[config.mk]
export PLATFORM = sky130hd
export DESIGN_NAME = cpls_ctrl
export DESIGN_NICKNAME = d
export VERILOG_FILES = /design/src/sv/cpls_pkg.sv /design/src/sv/cpls_ctrl.sv
export SDC_FILE = /design/constraint.sdc
export NUM_CORES = 1
export LEC_CHECK = 0
export ABC_AREA = 1
export BUFFER_PORTS_ARGS = -buffer_cell sky130_fd_sc_hd__buf_2
export CORE_AREA = 2 2 39 41
export CTS_CLUSTER_SIZE = 28
export DETAILED_ROUTE_END_ITERATION = 8
export DIE_AREA = 0 0 41 43
export PLACE_DENSITY = 0.53
export SYNTH_ARGS = -nofsm -noshare
export SYNTH_HDL_FRONTEND = slang
export SYNTH_SLANG_ARGS = --single-unit
[constraint.sdc]
create_clock -name clk -period 3 [get_ports clk]
set_input_delay 0.45 -clock clk [delete_from_list [all_inputs] [get_ports clk]]
set_output_delay 0.45 -clock clk [all_outputs]
set_load 0.02 [all_outputs]
[src/sv/cpls_pkg.sv]
`default_nettype none

package cpls_pkg;

  // Field widths
  localparam int ERR_W      = 16;
  localparam int PID_W      = 17;
  localparam int DRV_W      = 17;
  localparam int PWR_W      = 14;
  localparam int BUF_W      = 10;
  localparam int CLAMP_W    = 15;
  localparam int FS_W       = 16;
  localparam int KNEE_W     = 16;
  localparam int LANES      = 4;

  // Scale factor format (unsigned, SCALE_FRAC_BITS fraction bits, max 1.0)
  localparam int SCALE_FRAC_BITS = 16;
  localparam int FACT_W          = SCALE_FRAC_BITS + 1;

  // Datapath widths
  localparam int MAG_W     = ERR_W;              // |err| <= 32768
  localparam int SUM_W     = MAG_W + 2;          // sum of four magnitudes
  localparam int DEN_W     = SUM_W;              // max(sum, knee)
  localparam int PROD1_W   = MAG_W + FS_W;       // |err| * full_scale
  localparam int PROD2_W   = PROD1_W + FACT_W;   // ... * factor
  localparam int QUO_W     = FS_W;               // quotient never exceeds full_scale
  localparam int DIV_CNT_W = $clog2(QUO_W);
  localparam logic [DIV_CNT_W-1:0] DIV_LAST = DIV_CNT_W'(QUO_W - 1);

  // Configuration port
  localparam int CFG_IDX_W  = 3;
  localparam int CFG_DATA_W = 16;
  localparam logic [CFG_IDX_W-1:0] CFG_POWER_THRESHOLD = 3'd0;
  localparam logic [CFG_IDX_W-1:0] CFG_OVERPOWER_CLAMP = 3'd1;
  localparam logic [CFG_IDX_W-1:0] CFG_FULL_SCALE      = 3'd2;
  localparam logic [CFG_IDX_W-1:0] CFG_ERROR_KNEE      = 3'd3;

  localparam logic [PWR_W-1:0]   RST_POWER_THRESHOLD = 14'd9600;
  localparam logic [CLAMP_W-1:0] RST_OVERPOWER_CLAMP = 15'd4096;
  localparam logic [FS_W-1:0]    RST_FULL_SCALE      = 16'd61536;
  localparam logic [KNEE_W-1:0]  RST_ERROR_KNEE      = 16'd1500;

  typedef struct packed {
    logic [PWR_W-1:0]   power_threshold;
    logic [CLAMP_W-1:0] overpower_clamp;
    logic [FS_W-1:0]    full_scale;
    logic [KNEE_W-1:0]  error_knee;
  } cfg_t;

  // Scale levels
  typedef enum logic [2:0] {
    LVL_ZERO,
    LVL_P05,
    LVL_P125,
    LVL_P25,
    LVL_P50,
    LVL_P75,
    LVL_P90,
    LVL_FULL
  } level_t;

  // Factor per level, rounded to nearest
  localparam logic [FACT_W-1:0] LVL_FACTOR [8] = '{
    FACT_W'(0),
    FACT_W'(((1 << SCALE_FRAC_BITS) + 10) / 20),
    FACT_W'(((1 << SCALE_FRAC_BITS) + 4) / 8),
    FACT_W'(((1 << SCALE_FRAC_BITS) + 2) / 4),
    FACT_W'(((1 << SCALE_FRAC_BITS) + 1) / 2),
    FACT_W'(((3 << SCALE_FRAC_BITS) + 2) / 4),
    FACT_W'(((9 << SCALE_FRAC_BITS) + 5) / 10),
    FACT_W'(1 << SCALE_FRAC_BITS)
  };

  // Controller states
  typedef enum logic [2:0] {
    S_IDLE,
    S_EVAL,
    S_MUL1,
    S_MUL2,
    S_DIV,
    S_FIN,
    S_OUT
  } state_t;

  // Controller to datapath
  typedef struct packed {
    logic load;
    logic eval;
    logic mul1;
    logic mul2;
    logic div_step;
    logic finish;
  } dp_cmd_t;

  // Datapath to controller
  typedef struct packed {
    logic over_power;
  } dp_stat_t;

endpackage

`default_nettype wire

[src/sv/cpls_ctrl.sv]
`default_nettype none

module cpls_ctrl (
  input  wire                      clk,
  input  wire                      rst_n,
  input  wire                      in_valid,
  output logic                     in_ready,
  output logic                     out_valid,
  input  wire                      out_ready,
  input  cpls_pkg::dp_stat_t       stat,
  output cpls_pkg::dp_cmd_t        cmd
);

  cpls_pkg::state_t                   state_r, state_nxt;
  logic [cpls_pkg::DIV_CNT_W-1:0]     cnt_r, cnt_nxt;

  // State and divide step counter
  always_ff @(posedge clk) begin
    if (!rst_n) begin
      state_r <= cpls_pkg::S_IDLE;
      cnt_r   <= '0;
    end else begin
      state_r <= state_nxt;
      cnt_r   <= cnt_nxt;
    end
  end

  // Next state
  always_comb begin
    state_nxt = state_r;
    cnt_nxt   = '0;
    unique case (state_r)
      cpls_pkg::S_IDLE: begin
        if (in_valid) state_nxt = cpls_pkg::S_EVAL;
      end
      cpls_pkg::S_EVAL: begin
        state_nxt = stat.over_power ? cpls_pkg::S_OUT : cpls_pkg::S_MUL1;
      end
      cpls_pkg::S_MUL1: state_nxt = cpls_pkg::S_MUL2;
      cpls_pkg::S_MUL2: state_nxt = cpls_pkg::S_DIV;
      cpls_pkg::S_DIV: begin
        if (cnt_r == cpls_pkg::DIV_LAST) begin
          state_nxt = cpls_pkg::S_FIN;
        end else begin
          cnt_nxt = cnt_r + 1'b1;
        end
      end
      cpls_pkg::S_FIN: state_nxt = cpls_pkg::S_OUT;
      cpls_pkg::S_OUT: begin
        if (out_ready) state_nxt = cpls_pkg::S_IDLE;
      end
      default: state_nxt = cpls_pkg::S_IDLE;
    endcase
  end

  // Outputs
  always_comb begin
    cmd       = '0;
    in_ready  = 1'b0;
    out_valid = 1'b0;
    unique case (state_r)
      cpls_pkg::S_IDLE: begin
        in_ready = 1'b1;
        cmd.load = in_valid;
      end
      cpls_pkg::S_EVAL: cmd.eval     = 1'b1;
      cpls_pkg::S_MUL1: cmd.mul1     = 1'b1;
      cpls_pkg::S_MUL2: cmd.mul2     = 1'b1;
      cpls_pkg::S_DIV:  cmd.div_step = 1'b1;
      cpls_pkg::S_FIN:  cmd.finish   = 1'b1;
      cpls_pkg::S_OUT:  out_valid    = 1'b1;
      default: ;
    endcase
  end

`ifndef ASSERT_OFF
  a_accept_to_eval: assert property (@(posedge clk) disable iff (!rst_n)
    (in_valid && in_ready) |=> (state_r == cpls_pkg::S_EVAL))
    else $error("transfer in did not start evaluation");

  a_div_length: assert property (@(posedge clk) disable iff (!rst_n)
    (state_r == cpls_pkg::S_DIV && cnt_r == cpls_pkg::DIV_LAST)
      |=> (state_r == cpls_pkg::S_FIN))
    else $error("divider did not finish after last step");

  a_result_source: assert property (@(posedge clk) disable iff (!rst_n)
    $rose(out_valid) |-> $past(state_r == cpls_pkg::S_EVAL || state_r == cpls_pkg::S_FIN))
    else $error("result raised without a write of the output registers");
`endif

endmodule

`default_nettype wire

# After elaboration in Yosys (flattened, before gate mapping)
# Index checks and enable logic that the tools add are counted.
word_totals:
  out_inout_bits: 8
  register_bits: 7
  elab_cells: 31
  inputBits: 5
op_classes:
  reduce_logical: 3
  n_eq_ne: 10
  n_mux: 13
  n_addsub: 1
  bitwise_logic: 2
op_table:
  columns: ["op", "n"]
  rows:
  - ["$pmux 3 s7", 1]
  - ["$mux 3", 4]
  - ["$eq 3x3->1 const B", 3]
  - ["$mux 1", 8]
  - ["$eq 3x2->1 const B", 2]
  - ["$ne 2x2->1 const B", 3]
  - ["$add 4x1->4 const B", 1]
  - ["$eq 4x4->1 const B", 1]
  - ["$eq 3x1->1 const B", 1]
  - ["$logic_not 3->1", 1]
  - ["$reduce_and 3->1", 1]
  - ["$reduce_or 3->1", 1]
  - ["$not 1->1", 2]

# Longest topological paths before layout
# Gate-level depths: netlist (run 1).
logic_depth:
  ltp_word: 3
  mapped_depth: 7
  depth_no_buf: 7

# Worst setup path after synthesis (run 1)
# No wires, ideal clock.
synth_timing:
  path_kind: "input to output"
  startpoint: "input port in_valid"
  endpoint: "output port cmd[5] in the netlist's numbering"
  required_ns: 2.550
  arrival_time_ns: 0.972
  cell_stages: 2
  slack_ns: 1.578
  path_buffers: 0
  cell_sequence: "inv_1 > nor3_1"
synth_lines:
  columns: ["element", "line", "text"]
  rows:
  - ["from (decl)", "cpls_ctrl.sv:6", "input wire in_valid,"]
  - ["to (decl)", "cpls_ctrl.sv:11", "output cpls_pkg::dp_cmd_t cmd"]

==> metrics.log, run 1 <==
INFO  metric final-hold-violation-count = 0
INFO  metric core-area = 0.00138 mm²
INFO  metric worst_ep_required_time = 2.55 ns
INFO  metric floorplan.initialDensity = 25.8%
INFO  metric grt_overflow_total = 0
INFO  metric grt_antenna_before_repair = 0
INFO  metric vdd_ir_drop_max = 0.000290 V
INFO  metric critPathSlowestCell = sky130_fd_sc_hd__dfxtp_1
INFO  metric fin_setup_tns = 0 ns
INFO  metric timing.critical_path.buf_inv = 3
INFO  metric dieArea = 0.00176 mm²
INFO  metric hold_path_end = cnt_r[0]
INFO  metric drt_pass1_iterations = 4
INFO  metric worstMarginPinSlew = 0.258 ns
INFO  metric cts_resized = 0
INFO  metric worst_setup_path_start_kind = flop
INFO  metric yosys_warnings = 0
INFO  metric relative_contribution_of_sequential_cells_to_total_power = 32.7%
INFO  metric worst_hold_path_type = reg2reg
INFO  metric fmaxAchievable = 0.618 GHz
INFO  metric worstRegToRegCells = 6
INFO  metric mostFrequentLayoutCells = sky130_fd_sc_hd__nor2_1, sky130_fd_sc_hd__buf_2, sky130_fd_sc_hd__inv_1, sky130_fd_sc_hd__nand2_1, sky130_fd_sc_hd__dfxtp_1
INFO  metric power.switching_fraction = 45.3%
INFO  metric drive_gt1_share = 32.8%
INFO  metric grt_max_degree = 8
INFO  metric total_switching_power = 192 µW
INFO  metric die_boundary_height = 43 µm
INFO  metric drt-wirelength-per-cell = 7.82 µm
INFO  metric cap_viol_max_count = 0
INFO  metric clockBufferDepth = 2
INFO  metric clk_pin_slew = 0.05 ns
INFO  metric number_of_global_route_vias_before_repair = 263
INFO  metric synthToLayoutAreaGrowth = 29.8%
INFO  metric startpoint = state_r[0]
INFO  metric place_inst = 79
INFO  metric timing.hold.worst_path_depth = 1
INFO  metric final_nets = 74
INFO  metric worstSkewPairLatency = 0.25 ns
INFO  metric detail_route.iter0.violations = 3
INFO  metric outcome = complete, no violations
INFO  metric wirelength = 649 µm
INFO  metric finalNonFillerCells = 83
INFO  metric min_period_over_period = 54.0%
INFO  metric finalMaxSlewViolations = 0
INFO  metric clock-sinks = 7
INFO  metric regToRegStartpoint = cnt_r[0]
INFO  metric post-cts-setup-buffer-count = 0
INFO  metric cell_chain_critical_path = inv_2, nor2_1, inv_1, nor2_1, buf_2
INFO  metric drt-vias-per-instance = 4.23
INFO  metric timing.critical_path.arrival = 1.17 ns
INFO  metric num_vias = 351
INFO  metric syn_inst = 51
INFO  metric io_pins = 13
INFO  metric setup_violations = 0
INFO  metric yosysUniqueCellTypes = 16
INFO  metric diodes = 0
INFO  metric flop2flop_setup_slack = 1.93 ns
INFO  metric synth.net_count = 57
INFO  metric worst-path-max-fanout = 5
INFO  metric worstReg2RegEnd = state_r[2]
INFO  metric timing.hold.worst.start = cnt_r[0]
INFO  metric p_int = 231 µW
INFO  metric grt_first_pass_wirelength = 952 µm
INFO  metric tritoncts = built
INFO  metric rsz_0062_raised_after_global_routing = no
INFO  metric leakagePower = 0.000240 µW
INFO  metric tritoncts.num_buffers = 3
INFO  metric synthesis.area_per_instance = 6.99 µm²
INFO  metric dp_hpwl = 555 µm
INFO  metric cpLargestDelayFamily = flip-flops
INFO  metric drc_errors = 0
INFO  metric synth_seq_cells = 7
INFO  metric post_cts_hold_buffer_count = 0
INFO  metric power_density = 913 mW/mm²
INFO  metric num_rows = 14
INFO  metric cts.htree.levels = 1
INFO  metric post-route-min-period = 1.62 ns
INFO  metric combinationalPowerShare = 47.6%
INFO  metric gp_routability_congestion = 0.682
INFO  metric root_buf_cell = sky130_fd_sc_hd__clkbuf_4
INFO  metric synth-seq-area-share = 39.3%
INFO  metric ant_nets = 0
INFO  metric grt.total_usage = 8.38%
INFO  metric clkPwrFrac = 19.7%
INFO  metric portBuffers = 12
INFO  metric max_slew_margin = 82.7%
INFO  metric setup.worst_path.class = reg2out
INFO  metric synth_area = 357 µm²
INFO  metric cp-end-kind = primary output
INFO  metric fin_worst_skew = 0.00311 ns
INFO  metric crit_top_cell = sky130_fd_sc_hd__nor2_1
INFO  metric fp.dieW = 41 µm
INFO  metric cp_peak_stage_delay = 0.41 ns
==> final cells by class <==
cell class                 instances  area [µm²]
clock buffer                       4        26.3
fill                             160         921
inverter                           9        33.8
multi-input combinational         35         183
sequential                         7         140
tap                               16        20.0
timing repair buffer              12        60.1
==> through the flow <==
step | setup WS [ns] | total power, µW | hold WS, ns | instance area [µm²] | utilization (%)
2_1_floorplan | 1.58 | 290 | 0.418 | 357 | -
3_3_place_gp | 1.66 | 345 | 0.436 | 437 | 31.6
3_5_place_dp | 1.64 | 344 | 0.444 | 437 | 31.6
4_1_cts | 1.37 | 431 | 0.453 | 463 | 33.5
5_1_grt | 1.28 | 461 | 0.489 | 463 | 33.5
6_report | 1.38 | 423 | 0.450 | 463 | 33.5
==> registers in the layout, indices dropped and copies added (netlist names) <==
signal	cells
cnt_r	4
state_r	3
==> cell usage after synthesis, drive strengths merged <==
library cell	count	area (µm²)
xnor2	1	8.76
dfxtp	7	140
nor3	2	10.0
xor2	1	8.76
a21oi	2	10.0
inv	9	33.8
nand3	4	25.0
nor2	14	62.6
ha	1	12.5
nand2	9	38.8
nand4	1	6.26
==> power groups by stage <==
stage	sequential (µW)	combinational (µW)	clock, µW
final	138	201	83.2
after global routing	142	226	93.2
after CTS	138	205	88.7
after detailed placement	140	204	0
after global placement	140	206	0
after floorplan	136	154	0
==> worst max-delay path by stage <==
stage / end / slack [ns] / cells after the start
after floorplan: cmd[5] / 1.58 / 2
after global placement: cmd[5] / 1.66 / 4
after detailed placement: cmd[5] / 1.64 / 4
after CTS: cmd[0] / 1.37 / 5
after global routing: cmd[0] / 1.28 / 5
final: cmd[0] / 1.38 / 5
==> kinds of logic (layout without fill, tap and decap cells) <==
logic type | after synthesis | after routing | synth area share [%]
flops | 7 | 7 | 39.3
compound gates | 2 | 2 | 2.81
fa+ha+maj | 1 | 1 | 3.51
xor+xnor | 2 | 2 | 4.91
simple gates | 30 | 30 | 40.0
buf+inv | 9 | 25 | 9.48
==> layer usage <==
| metal | part of all wire [%] | GRT usage [%] | vias to the layer above |
|---|---|---|---|
| li1 | - | - | 190 |
| met1 | 42 | 9.48 | 151 |
| met2 | 49 | 11.3 | 10 |
| met3 | 8.9 | 3.14 | 0 |
| met4 | 0 | 8.00 | 0 |
| met5 | 0 | 0 | - |
(Power assumes the default switching activity.)
==> run 2, diff against run 1 <==
PLACE_DENSITY = 0.55   (was 0.53)
clock period = 1.4 ns   (was 3 ns; I/O delays follow)
==> run 2 against run 1 <==
Net effect:
- non-clock buffer count is the same
- clock skew shrank 0.0015 ns
- clock power grew 120%
- sequential share of layout area is essentially flat
- first-iteration DRC count is the same
- die area is the same
- total power grew 120%
- worst hold slack lost 0.21 ns
- critical path depth shrank 2
- sequential power grew 120%
- clock-buffer cell count is the same
- wire length grew 6.5%
==> metrics.log, run 2 (synthesis results as in run 1) <==
INFO  metric rsz_0062_raised_after_global_routing = yes
INFO  metric dp_hpwl = 550 µm
INFO  metric grt_overflow_total = 0
INFO  metric worst_setup_path_start_kind = flop
INFO  metric post_cts_hold_buffer_count = 0
INFO  metric gp_routability_congestion = 0.723
INFO  metric worst-path-max-fanout = 4
INFO  metric tritoncts = built
INFO  metric portBuffers = 12
INFO  metric io_pins = 13
INFO  metric fin_setup_tns = 0 ns
INFO  metric cp-end-kind = primary output
INFO  metric grt_first_pass_wirelength = 1.04 mm
INFO  metric largest_registers = cnt_r (4), state_r (3)
INFO  metric grt.total_usage = 9.28%
INFO  metric post-cts-setup-buffer-count = 0
INFO  metric setup.worst_path.class = reg2out
INFO  metric die_boundary_height = 43 µm
INFO  metric cts.htree.levels = 1
INFO  metric max_slew_margin = 83.8%
INFO  metric worst_slack = 0.0897 ns
INFO  metric timing.critical_path.arrival = 1.10 ns
INFO  metric post-route-min-period = 1.31 ns
INFO  metric core-area = 0.00138 mm²
INFO  metric cts_resized = 0
INFO  metric num_rows = 14
INFO  metric worst_ep_required_time = 1.19 ns
INFO  metric num_vias = 336
INFO  metric drt_pass1_iterations = 4
INFO  metric cell_chain_critical_path = inv_1, nor3_1, buf_4
INFO  metric diodes = 0
INFO  metric detail_route.iter0.violations = 3
INFO  metric ant_nets = 0
INFO  metric worst_hold_path_type = in2reg
INFO  metric dieArea = 0.00176 mm²
INFO  metric cp_peak_stage_delay = 0.38 ns
INFO  metric dp_slack = 0.299 ns
INFO  metric fmaxAchievable = 0.763 GHz
INFO  metric layout.core_utilization = 34.0%
INFO  metric timing.hold.ws = 0.239 ns
INFO  metric largest_reg_flops = 4
INFO  metric grt_antenna_before_repair = 0
INFO  metric top_register = cnt_r
INFO  metric min_period_over_period = 93.6%
INFO  metric worstMarginPinSlew = 0.241 ns
INFO  metric cap_viol_max_count = 0
INFO  metric clk_pin_slew = 0.05 ns
INFO  metric clockBufferDepth = 2
INFO  metric fp.dieW = 41 µm
INFO  metric worstSkewPairLatency = 0.25 ns
INFO  metric outcome = complete, no violations
INFO  metric power_density = 1970 mW/mm²
INFO  metric floorplan.initialDensity = 25.8%
INFO  metric tritoncts.num_buffers = 3
INFO  metric leakagePower = 0.000241 µW
INFO  metric grt_max_degree = 8
INFO  metric root_buf_cell = sky130_fd_sc_hd__clkbuf_4
INFO  metric clock-sinks = 7
INFO  metric drc_errors = 0
INFO  metric wirelength = 691 µm
INFO  metric most_frequent_standard_cell_in_the_layout_excluding_fill_and_tap_cells = sky130_fd_sc_hd__nor2_1
INFO  metric final-hold-violation-count = 0
INFO  metric drt-wirelength-per-cell = 8.33 µm
INFO  metric drt-vias-per-instance = 4.05
INFO  metric synthToLayoutAreaGrowth = 31.9%
INFO  metric mostFrequentLayoutCells = sky130_fd_sc_hd__nor2_1, sky130_fd_sc_hd__buf_2, sky130_fd_sc_hd__inv_1, sky130_fd_sc_hd__nand2_1, sky130_fd_sc_hd__dfxtp_1
INFO  metric fin_worst_skew = 0.00162 ns
INFO  metric drive_gt1_share = 35.8%
INFO  metric final_nets = 74
INFO  metric vdd_ir_drop_max = 0.000583 V
INFO  metric finalMaxSlewViolations = 0
INFO  metric setup_violations = 0
INFO  metric number_of_global_route_vias_before_repair = 263
INFO  metric critPathSlowestCell = sky130_fd_sc_hd__dfxtp_1
## run 2: cell counts in the layout (fill, tap and decap cells not counted)
Identical to the previous run, type by type.
## run 2: layout make-up
cell class	count	area [µm²]
well taps	16	20.0
flip-flops and latches	7	143
fillers	156	913
multi-input cells	35	183
repair buffers	12	65.1
inverters	9	33.8
clock buffers	4	26.3
## run 2: per-layer routing
metal	wire length [µm]	track usage, %	vias up	part of all wire, %
li1	-	-	187	-
met1	324	11.1	137	47
met2	305	11.6	12	44
met3	62	3.14	0	9.0
met4	0	10.0	0	0
met5	0	0	-	0
## run 2: metrics by stage
stage | area (µm²) | std cells | total power (µW)
6_report | 470 | 83 | 928
5_1_grt | 470 | 83 | 1020
4_1_cts | 463 | 83 | 930
3_5_place_dp | 437 | 79 | 741
3_3_place_gp | 437 | 79 | 739
2_1_floorplan | 357 | 51 | 621
## run 2: report_power, final
group | switching (µW) | total, µW | internal (µW)
combinational | 293 | 446 | 153
sequential | 56.5 | 304 | 247
clock | 70.1 | 179 | 108
total | 419 | 928 | 509
## run 2: worst max-delay path: cells and delay by family, from the launching register on
family | cells | cell delay [ns]
flops | 1 | 0.38
buf+inv | 2 | 0.27
simple gates | 1 | 0.21
## run 2: final timing paths
kind                            slack, ns  cells past startpoint          to        from
worst max register to register       0.33                      6  state_r[2]    cnt_r[0]
worst min register to register       0.45                      1    cnt_r[0]    cnt_r[0]
worst min-delay path                 0.24                      3  state_r[2]       rst_n
worst max-delay path                 0.09                      3      cmd[3]  state_r[1]
==> run 3, diff against run 2 <==
PLACE_DENSITY = 0.53   (was 0.55)
clock period = 1.65 ns   (was 1.4 ns; I/O delays follow)
==> run 3 against run 2 <==
Net effect:
- wire length fell by 1.4%
- register-to-register slack improved by 0.23 ns
- total power fell by 16%
- cell area fell by 1.6%
- sequential cell count did not move
- clock skew fell by 0.0015 ns
- first-iteration DRC count rose by 67%
- die area did not move
- global-route usage fell by 0.42 points
- critical path type unchanged
- critical endpoint is now cmd[4]
- largest cell class unchanged
- highest routed layer unchanged
==> metrics.log, run 3 (synthesis results as in run 1) <==
INFO  metric ant_nets = 0
INFO  metric grt_overflow_total = 0
INFO  metric tritoncts.num_buffers = 3
INFO  metric leakagePower = 0.000240 µW
INFO  metric drt-wirelength-per-cell = 8.20 µm
INFO  metric clk_pin_slew = 0.05 ns
INFO  metric fin_setup_tns = 0 ns
INFO  metric gp_routability_congestion = 0.613
INFO  metric grt_antenna_before_repair = 0
INFO  metric wirelength = 681 µm
INFO  metric power_density = 1680 mW/mm²
INFO  metric tritoncts = built
INFO  metric largest_registers = cnt_r (4), state_r (3)
INFO  metric post-cts-setup-buffer-count = 0
INFO  metric detail_route.iter0.violations = 5
INFO  metric cap_viol_max_count = 0
INFO  metric post_cts_hold_buffer_count = 0
INFO  metric synthToLayoutAreaGrowth = 29.8%
INFO  metric top_register = cnt_r
INFO  metric fin_worst_skew = 0.000157 ns
INFO  metric vdd_ir_drop_max = 0.000599 V
INFO  metric seq_area = 140 µm²
INFO  metric worst_ep_required_time = 1.40 ns
INFO  metric cp-end-kind = primary output
INFO  metric mostFrequentLayoutCells = sky130_fd_sc_hd__nor2_1, sky130_fd_sc_hd__buf_2, sky130_fd_sc_hd__inv_1, sky130_fd_sc_hd__nand2_1, sky130_fd_sc_hd__dfxtp_1
INFO  metric dp_hpwl = 578 µm
INFO  metric cts.htree.levels = 1
INFO  metric crit_top_cell = sky130_fd_sc_hd__nor2_1
INFO  metric clock-sinks = 7
INFO  metric post-route-min-period = 1.43 ns
INFO  metric root_buf_cell = sky130_fd_sc_hd__clkbuf_4
INFO  metric critPathSlowestCell = sky130_fd_sc_hd__dfxtp_1
INFO  metric grt.total_usage = 8.86%
INFO  metric clockBufferDepth = 2
INFO  metric cell_chain_critical_path = inv_2, nor2_1, inv_1, nor2_1, buf_2
INFO  metric cp_peak_stage_delay = 0.42 ns
INFO  metric num_vias = 349
INFO  metric min_period_over_period = 86.8%
INFO  metric max_slew_margin = 82.8%
INFO  metric rsz_0062_raised_after_global_routing = no
INFO  metric worst_hold_path_type = in2reg
INFO  metric fp.dieW = 41 µm
INFO  metric layout.core_utilization = 33.5%
INFO  metric fillerInstances = 165
INFO  metric setup.worst_path.class = reg2out
INFO  metric setup_violations = 0
INFO  metric floorplan.initialDensity = 25.8%
INFO  metric worstMarginPinSlew = 0.258 ns
INFO  metric worst_setup_path_start_kind = flop
INFO  metric core-area = 0.00138 mm²
INFO  metric number_of_global_route_vias_before_repair = 278
INFO  metric grt_first_pass_wirelength = 1.02 mm
INFO  metric worst-path-max-fanout = 5
INFO  metric largest_reg_flops = 4
INFO  metric timing.critical_path.arrival = 1.18 ns
INFO  metric drc_errors = 0
INFO  metric fmaxAchievable = 0.698 GHz
INFO  metric dieArea = 0.00176 mm²
INFO  metric drive_gt1_share = 32.8%
INFO  metric die_boundary_height = 43 µm
INFO  metric outcome = complete, no violations
INFO  metric final-hold-violation-count = 0
INFO  metric drt_pass1_iterations = 4
INFO  metric timing.critical_path.buf_inv = 3
INFO  metric diodes = 0
INFO  metric cpLargestDelayFamily = flip-flops
INFO  metric finalMaxSlewViolations = 0
INFO  metric grt_max_degree = 8
INFO  metric cts_resized = 0
INFO  metric worstSkewPairLatency = 0.25 ns
INFO  metric drt-vias-per-instance = 4.20
INFO  metric portBuffers = 12
INFO  metric num_rows = 14
INFO  metric multiInputGateArea = 183 µm²
INFO  metric io_pins = 13
INFO  metric final_nets = 74
==> run 3: cell types whose count changed in the layout (fill, tap and decap cells not counted) <==
cell,delta
sky130_fd_sc_hd__buf_2,+2
sky130_fd_sc_hd__buf_4,-2
sky130_fd_sc_hd__dfxtp_1,+2
sky130_fd_sc_hd__dfxtp_2,-2
==> run 3: stage by stage <==
| step | setup WS (ns) | instances | total power, µW | instance area (µm²) | hold WS (ns) |
|---|---|---|---|---|---|
| after floorplan | 0.434 | 51 | 527 | 357 | 0.399 |
| after global placement | 0.478 | 79 | 634 | 437 | 0.434 |
| after detailed placement | 0.486 | 79 | 629 | 437 | 0.435 |
| after CTS | 0.209 | 83 | 788 | 463 | 0.285 |
| after global routing | 0.0912 | 83 | 848 | 463 | 0.307 |
| final | 0.218 | 83 | 779 | 463 | 0.287 |
==> run 3: layout make-up <==
cell class | count | area share, %
Clock buffer | 4 | 5.68
Inverter | 9 | 7.30
Multi-Input combinational cell | 35 | 39.5
Sequential cell | 7 | 30.3
Tap cell | 16 | 4.32
Timing Repair Buffer | 12 | 13.0
==> run 3: path summary, 6_finish.rpt <==
path,start,end,slack (ns),cells after the start
worst max-delay path,state_r[0],cmd[4],0.22,5
worst min-delay path,rst_n,state_r[2],0.29,3
worst max register to register,cnt_r[0],state_r[2],0.56,6
worst min register to register,cnt_r[0],cnt_r[0],0.44,1
==> run 3: routing by layer <==
metal	global-route usage [%]	vias up	part of all wire (%)
met3	3.14	0	8.5
met5	0	-	0
met1	11.4	149	48
met4	8.00	0	0
met2	10.9	10	43
li1	-	190	-
==> run 3: power by group <==
group | switching, µW | leakage, µW | total (µW) | internal, µW
clock | 62.7 | 0.0000150 | 155 | 92.3
combinational | 248 | 0.000168 | 372 | 123
sequential | 47.6 | 0.0000570 | 253 | 205
total | 359 | 0.000240 | 779 | 420
==> run 3: worst register-to-register path, stage by stage (launching register included) <==
cell and delay (ns):
sky130_fd_sc_hd__dfxtp_1 0.35, sky130_fd_sc_hd__ha_1 0.20, sky130_fd_sc_hd__nand3_1 0.11, sky130_fd_sc_hd__nand2_1 0.11, sky130_fd_sc_hd__nand2_1 0.05, sky130_fd_sc_hd__a21oi_1 0.11
sky130_fd_sc_hd__nor2_1 0.05
